**src/hdl/led_cc_pkg.sv**
```systemverilog
`timescale 1ns / 1ps

package led_cc_pkg;

  // Field widths
  localparam int CHAN_W  = 8;
  localparam int ID_W    = 8;
  localparam int GAIN_W  = 10;
  localparam int LEVEL_W = 8;
  localparam int IDX_W   = 3;
  localparam int DATA_W  = 10;

  // Default gain fraction bits
  localparam int GAIN_FRAC_DEFAULT = 8;

  // Scale factor k over 32: at most 16 + 255
  localparam int SCALE_W    = 9;
  localparam int SCALE_SHIFT = 5;
  localparam logic [SCALE_W-1:0] SCALE_UNITY = 9'd32;
  localparam logic [SCALE_W-1:0] SCALE_BASE  = 9'd16;

  // Channel count
  localparam int NUM_CHAN = 3;

  // Register indexes
  typedef enum logic [IDX_W-1:0] {
    REG_GAIN_RED     = 3'd0,
    REG_GAIN_GREEN   = 3'd1,
    REG_GAIN_BLUE    = 3'd2,
    REG_DARK_LEVEL   = 3'd3,
    REG_SPREAD_LIMIT = 3'd4
  } reg_idx_t;

  // Register reset values
  localparam logic [GAIN_W-1:0]  RST_GAIN_RED     = 10'd307;
  localparam logic [GAIN_W-1:0]  RST_GAIN_GREEN   = 10'd128;
  localparam logic [GAIN_W-1:0]  RST_GAIN_BLUE    = 10'd154;
  localparam logic [LEVEL_W-1:0] RST_DARK_LEVEL   = 8'd64;
  localparam logic [LEVEL_W-1:0] RST_SPREAD_LIMIT = 8'd32;

  typedef logic [NUM_CHAN-1:0][CHAN_W-1:0] rgb_t;

endpackage

```
**src/hdl/led_color_correct.sv**
```systemverilog
`timescale 1ns / 1ps

// Throughput: one item per cycle; five register stages move together and
// hold as one while the output is stalled with a valid result.
// Reset (rst, synchronous): all stage valid bits clear, registers return
// to gain_red=307, gain_green=128, gain_blue=154, dark_level=64, spread_limit=32.
module led_color_correct #(
  parameter int GAIN_FRACTION_BITS = led_cc_pkg::GAIN_FRAC_DEFAULT
) (
  input  logic                           clk,
  input  logic                           rst,
  // config write channel
  input  logic                           cfg_valid,
  output logic                           cfg_ready,
  input  logic [led_cc_pkg::IDX_W-1:0]   cfg_index,
  input  logic [led_cc_pkg::DATA_W-1:0]  cfg_data,
  // input channel
  input  logic                           in_valid,
  output logic                           in_stall,
  input  logic [led_cc_pkg::ID_W-1:0]    led_id,
  input  logic [led_cc_pkg::CHAN_W-1:0]  red,
  input  logic [led_cc_pkg::CHAN_W-1:0]  green,
  input  logic [led_cc_pkg::CHAN_W-1:0]  blue,
  // output channel
  output logic                           out_valid,
  input  logic                           out_stall,
  output logic [led_cc_pkg::ID_W-1:0]    out_id,
  output logic [led_cc_pkg::CHAN_W-1:0]  out_red,
  output logic [led_cc_pkg::CHAN_W-1:0]  out_green,
  output logic [led_cc_pkg::CHAN_W-1:0]  out_blue
);

  localparam int CW   = led_cc_pkg::CHAN_W;
  localparam int NC   = led_cc_pkg::NUM_CHAN;
  localparam int KW   = led_cc_pkg::SCALE_W;
  localparam int GW   = led_cc_pkg::GAIN_W;
  localparam int LW   = led_cc_pkg::LEVEL_W;
  localparam int SUMW = CW + 2;
  localparam int P1W  = CW + KW;
  localparam int P2W  = P1W + GW;
  localparam int SH   = led_cc_pkg::SCALE_SHIFT + GAIN_FRACTION_BITS;
  localparam logic [P2W-1:0] SAT_MAX = P2W'((1 << CW) - 1);

  // configuration registers
  logic [NC-1:0][GW-1:0] gain;
  logic [LW-1:0]         dark_level;
  logic [LW-1:0]         spread_limit;

  assign cfg_ready = 1'b1;

  always_ff @(posedge clk) begin
    if (rst) begin
      gain[0]      <= led_cc_pkg::RST_GAIN_RED;
      gain[1]      <= led_cc_pkg::RST_GAIN_GREEN;
      gain[2]      <= led_cc_pkg::RST_GAIN_BLUE;
      dark_level   <= led_cc_pkg::RST_DARK_LEVEL;
      spread_limit <= led_cc_pkg::RST_SPREAD_LIMIT;
    end else if (cfg_valid && cfg_ready) begin
      unique case (cfg_index)
        led_cc_pkg::REG_GAIN_RED:     gain[0]      <= cfg_data[GW-1:0];
        led_cc_pkg::REG_GAIN_GREEN:   gain[1]      <= cfg_data[GW-1:0];
        led_cc_pkg::REG_GAIN_BLUE:    gain[2]      <= cfg_data[GW-1:0];
        led_cc_pkg::REG_DARK_LEVEL:   dark_level   <= cfg_data[LW-1:0];
        led_cc_pkg::REG_SPREAD_LIMIT: spread_limit <= cfg_data[LW-1:0];
        default: ;
      endcase
    end
  end

  // pipeline advances unless the output holds a stalled result
  logic adv;
  assign adv      = !(out_valid && out_stall);
  assign in_stall = !adv;

  logic v1, v2, v3, v4;

  always_ff @(posedge clk) begin
    if (rst) begin
      v1        <= 1'b0;
      v2        <= 1'b0;
      v3        <= 1'b0;
      v4        <= 1'b0;
      out_valid <= 1'b0;
    end else if (adv) begin
      v1        <= in_valid;
      v2        <= v1;
      v3        <= v2;
      v4        <= v3;
      out_valid <= v4;
    end
  end

  // stage 1: max, min and sum
  led_cc_pkg::rgb_t    in_rgb;
  logic [CW-1:0]       hi_c, lo_c;
  logic [led_cc_pkg::ID_W-1:0] s1_id;
  led_cc_pkg::rgb_t    s1_rgb;
  logic [CW-1:0]       s1_hi, s1_lo;
  logic [SUMW-1:0]     s1_sum;

  assign in_rgb = {blue, green, red};

  always_comb begin
    hi_c = red;
    lo_c = red;
    if (green > hi_c) hi_c = green;
    if (blue > hi_c)  hi_c = blue;
    if (green < lo_c) lo_c = green;
    if (blue < lo_c)  lo_c = blue;
  end

  always_ff @(posedge clk) begin
    if (adv) begin
      s1_id  <= led_id;
      s1_rgb <= in_rgb;
      s1_hi  <= hi_c;
      s1_lo  <= lo_c;
      s1_sum <= SUMW'(red) + SUMW'(green) + SUMW'(blue);
    end
  end

  // stage 2: thresholds pick the scale
  logic [CW-1:0]   spread;
  logic [SUMW-1:0] dark3;
  logic            adjust;
  logic [led_cc_pkg::ID_W-1:0] s2_id;
  led_cc_pkg::rgb_t s2_rgb;
  logic [KW-1:0]   s2_k;

  assign spread = s1_hi - s1_lo;
  assign dark3  = {1'b0, dark_level, 1'b0} + SUMW'(dark_level);
  assign adjust = (s1_sum < dark3) && (spread < spread_limit);

  always_ff @(posedge clk) begin
    if (adv) begin
      s2_id  <= s1_id;
      s2_rgb <= s1_rgb;
      s2_k   <= adjust ? (led_cc_pkg::SCALE_BASE + KW'(spread))
                       : led_cc_pkg::SCALE_UNITY;
    end
  end

  // stage 3: channel times scale
  logic [led_cc_pkg::ID_W-1:0] s3_id;
  logic [NC-1:0][P1W-1:0] s3_p;

  always_ff @(posedge clk) begin
    if (adv) begin
      s3_id <= s2_id;
      for (int i = 0; i < NC; i++) begin
        s3_p[i] <= P1W'(s2_rgb[i]) * P1W'(s2_k);
      end
    end
  end

  // stage 4: times channel gain
  logic [led_cc_pkg::ID_W-1:0] s4_id;
  logic [NC-1:0][P2W-1:0] s4_p;

  always_ff @(posedge clk) begin
    if (adv) begin
      s4_id <= s3_id;
      for (int i = 0; i < NC; i++) begin
        s4_p[i] <= P2W'(s3_p[i]) * P2W'(gain[i]);
      end
    end
  end

  // stage 5: truncate and saturate into the output register
  logic [NC-1:0][P2W-1:0] q;
  led_cc_pkg::rgb_t       sat;

  always_comb begin
    for (int i = 0; i < NC; i++) begin
      q[i]   = s4_p[i] >> SH;
      sat[i] = (q[i] > SAT_MAX) ? {CW{1'b1}} : q[i][CW-1:0];
    end
  end

  always_ff @(posedge clk) begin
    if (adv) begin
      out_id    <= s4_id;
      out_red   <= sat[0];
      out_green <= sat[1];
      out_blue  <= sat[2];
    end
  end

  // checks
  a_k_range: assert property (@(posedge clk) disable iff (rst)
    v2 |-> (s2_k >= led_cc_pkg::SCALE_BASE))
    else $error("scale below base");

  a_hold: assert property (@(posedge clk) disable iff (rst)
    (out_valid && out_stall) |=> $stable({v1, v2, v3, v4, s4_p}))
    else $error("pipeline moved during stall");

  a_rst_clear: assert property (@(posedge clk)
    rst |=> !out_valid && !v1 && !v4)
    else $error("valid bits not cleared by reset");

  a_p1_bound: assert property (@(posedge clk) disable iff (rst)
    v3 |-> (s3_p[0] <= P1W'(255 * 271)) && (s3_p[1] <= P1W'(255 * 271))
           && (s3_p[2] <= P1W'(255 * 271)))
    else $error("scaled channel out of range");

endmodule

```
**config.mk**
```make
export PLATFORM = sky130hd
export DESIGN_NAME = led_color_correct
export DESIGN_NICKNAME = d
export VERILOG_FILES = /design/src/hdl/led_cc_pkg.sv /design/src/hdl/led_color_correct.sv
export SDC_FILE = /design/constraint.sdc
export NUM_CORES = 2
export LEC_CHECK = 0
export BUFFER_PORTS_ARGS = -buffer_cell sky130_fd_sc_hd__buf_2
export CAP_MARGIN = 30
export CORE_AREA = 4 4 286 288
export CTS_CLUSTER_SIZE = 10
export DETAILED_ROUTE_END_ITERATION = 8
export DIE_AREA = 0 0 290 292
export SLEW_MARGIN = 20
export SYNTH_ARGS = -nofsm -noshare
export SYNTH_HDL_FRONTEND = slang
export SYNTH_SLANG_ARGS = --single-unit
export TNS_END_PERCENT = 5
```
**constraint.sdc**
```tcl
create_clock -name clk -period 8.9 [get_ports clk]
set_input_delay 0.445 -clock clk [delete_from_list [all_inputs] [get_ports clk]]
set_output_delay 0.445 -clock clk [all_outputs]
set_load 0.02 [all_outputs]
```
==> impl_metrics.tcl <==
set metrics [dict create \
    post_dp_cell_area_um2 34410 \
    met3_usage 0.02411 \
    ys_seq_area_frac 0.2489 \
    power_density_nw_per_um2 346.2 \
    fp.dieW_um 290 \
    ys_ff_latch 291 \
    period_share 0.6693 \
    max-slew-margin-rel 0.3263 \
    p_switching_mw 5.639 \
    grt_setup_unrepaired "no" \
    hold_violations 0 \
    drc 0 \
    drt_iter0_markers 948 \
    vias 21669 \
    grt_use_total 0.1694 \
    wl_um 69460 \
    cp_slowest_cell "dfxtp_1" \
    wl_per_cell_um 15.88 \
    crit_start "gain[1]" \
    grt_pass1_wl_um 118500 \
    cp.required_ps 9200 \
    cts_max_path_buffers 3 \
    r2r-start "gain[1]" \
    synth_cells 3272 \
    maxCapViolCount 0 \
    skew_ps 30.87 \
    cts_root_buffer "clkbuf_16" \
    grt_max_degree 176 \
    yosysWarnings 0 \
    yosysUniqueCellTypes 64 \
    num_rows 103 \
    cp-end-kind "register" \
    async_flop_share 0 \
    die_h_um 292 \
    path_delay_family "adder cells" \
    clock_power_share 0.130 \
    dpl.hpwl_um 52530 \
    timing.fmax_mhz 167.9 \
    clk_pin_slew_ps 50 \
    min_path_type "in2reg" \
    grt_overflow 0 \
    layout-drive-gt1-share 0.05987 \
    max-vdd-ir-drop_mv 0.5159 \
    drt-pass1-iter-count 5 \
    htree_levels 2 \
    stdcell_area_um2 35890 \
    power_frac_seq 0.213 \
    mostFrequentLayoutCell "inv_1" \
    path_buf_inv 5 \
    start_util 0.4192 \
    comb_power_share 0.657 \
    place_congestion 0.8079 \
    power_mw 12.43 \
    grtUsageMet1 0.2427 \
    cts_tree "done" \
    io_pins 85 \
    worstPathArrival_ps 6260 \
    port_buffers 83 \
    numCtsBuffers 41 \
    layout_common_cells "inv_1 (549), nand2_1 (496), fa_1 (488)" \
    die_area_um2 84680 \
    synth_edf_count 240 \
    area_delta_synth_final_pct 8.549 \
    yosys_most_used_dff "edfxtp_1" \
    power.share.switching 0.4538 \
    startpoint_type "register" \
    grt_pass1_vias 23117 \
    intPower_mw 6.786 \
    ant_nets 0 \
    clock-sinks 291 \
    avgSynthCellArea_um2 10.10 \
    maxSlewViolCount 0 \
    path_cells "nand2_1, fa_1, inv_1, fa_1, inv_1, fa_1, inv_1, fa_1, inv_1, fa_1, inv_1, ha_1, a21oi_1, nor3b_2, o211ai_2, a21oi_2, o31ai_4, o21ai_2, o2111ai_4, a211oi_1, xnor2_1" \
    crit_fanout 17 \
    clk-insertion-delay-late_ps 590 \
    grt_antenna_before_repair 2 \
    worstMarginPinSlew_ps 1011 \
    status "completed" \
    finalCriticalPeriod_ps 5957 \
    grtUsageMet2 0.2730 \
    core_um2 78870 \
    fillers 7474 \
    cts_setup_buffers 0 \
    nets 4183 \
    viasPerCell 4.953 \
    finalSetupViolCount 0 \
    min_from "led_id[3]" \
    syn_nets 4164 \
    finalSetupTns_ps 0 \
    grt.busiest_layer "met2" \
    timing_worst_setup_path_type "reg2reg" \
    cpPeakStageDelay_ps 720 \
    power_leakage_nw 17.73 \
    r2r_slack_ps 2940 \
    netlist_area_um2 33060 \
]
==> Yosys cell counts (9+ instances only) <==
cell type / count / area share
xnor2_1: 64 / 0.017
nand3_1: 25 / 0.0038
o21bai_1: 12 / 0.0027
a21boi_0: 11 / 0.0025
mux2i_1: 25 / 0.0076
fa_1: 488 / 0.30
o21ai_0: 38 / 0.0058
a31oi_1: 9 / 0.0017
xor2_1: 28 / 0.0074
nand3b_1: 13 / 0.0030
nand2_1: 497 / 0.056
edfxtp_1: 240 / 0.22
a211oi_1: 9 / 0.0020
nor3_1: 19 / 0.0029
nor2_1: 76 / 0.0086
a21oi_1: 100 / 0.015
and2_1: 373 / 0.071
clkbuf_1: 114 / 0.013
ha_1: 354 / 0.13
a21o_1: 24 / 0.0054
nand2b_1: 14 / 0.0026
dfxtp_1: 51 / 0.031
inv_1: 549 / 0.062
nor2b_1: 16 / 0.0030
o21a_1: 14 / 0.0032
or2_2: 30 / 0.0057
==> per-stage QoR <==
stage / util / setup slack, ps / std cells / hold slack, ps
after floorplan: - / 1403 / 3272 / 400.3
after detailed placement: 0.4363 / 2943 / 4289 / 404.5
after CTS: 0.4542 / 2945 / 4371 / 1.269
final: 0.4550 / 2943 / 4375 / 48.42
after global routing: 0.4550 / 2611 / 4374 / 14.67
after global placement: 0.4357 / 3093 / 4287 / 400.6
==> path summary, 6_finish.rpt <==
check | endpoint | depth (start not counted)
worst max register to register | q[13] | 21
worst min register to register | s2_rgb[5] | 0
worst max-delay path | q[13] | 21
worst min-delay path | s1_id[3] | 1
==> power groups by stage <==
| stage | logic, mW | registers (mW) | clock network (mW) |
|---|---|---|---|
| after global routing | 9.71 | 2.69 | 1.73 |
| after detailed placement | 8.22 | 2.66 | 0 |
| after floorplan | 6.75 | 2.35 | 0 |
| final | 8.17 | 2.64 | 1.62 |
| after CTS | 8.30 | 2.64 | 1.67 |
| after global placement | 8.09 | 2.66 | 0 |
==> routing by layer <==
metal  vias up  wire [um]
met5         -          0
met4         0       1550
met3        98       3576
met2       423      31180
met1     10852      33160
li1      10296          -
==> registers in the layout (all words and copies together), names as in the netlist, 9 cells and up <==
register and flops:
s1_rgb 24, s2_k 9, s2_rgb 24, q 42, s1_sum 10, s3_p 51, gain 30
==> cell families after synthesis <==
family                     after synthesis  share of synthesized area
buffers and inverters                  671                    0.07675
xor gates and xnor gates                92                    0.02437
AOI/OAI and AO/OA                      253                    0.04916
adders and majority gates              842                     0.4294
other                                    1                  0.0001134
muxes                                   26                   0.007909
and+or+nand+nor                       1096                     0.1634
DFF                                    291                     0.2489
==> layout make-up <==
cell class / instances / area, um2 / area share
Multi-Input combinational cell: 2310 / 22310 / 0.6215
Sequential cell: 291 / 8228 / 0.2293
Inverter: 549 / 2061 / 0.05742
Tap cell: 1050 / 1314 / 0.03661
Clock buffer: 62 / 1167 / 0.03253
Timing Repair Buffer: 98 / 625.6 / 0.01743
Clock inverter: 14 / 186.4 / 0.005195
Antenna cell: 1 / 2.502 / 0.00006973
==> timing repair <==
action | 4_1_cts | 5_1_grt
endpoints found under the hold margin | 6 | 0
endpoints found under the setup margin | 0 | 0
hold buffers | 6 | 0
resized for setup | 0 | 0
Power figures use the tool's default switching activity.
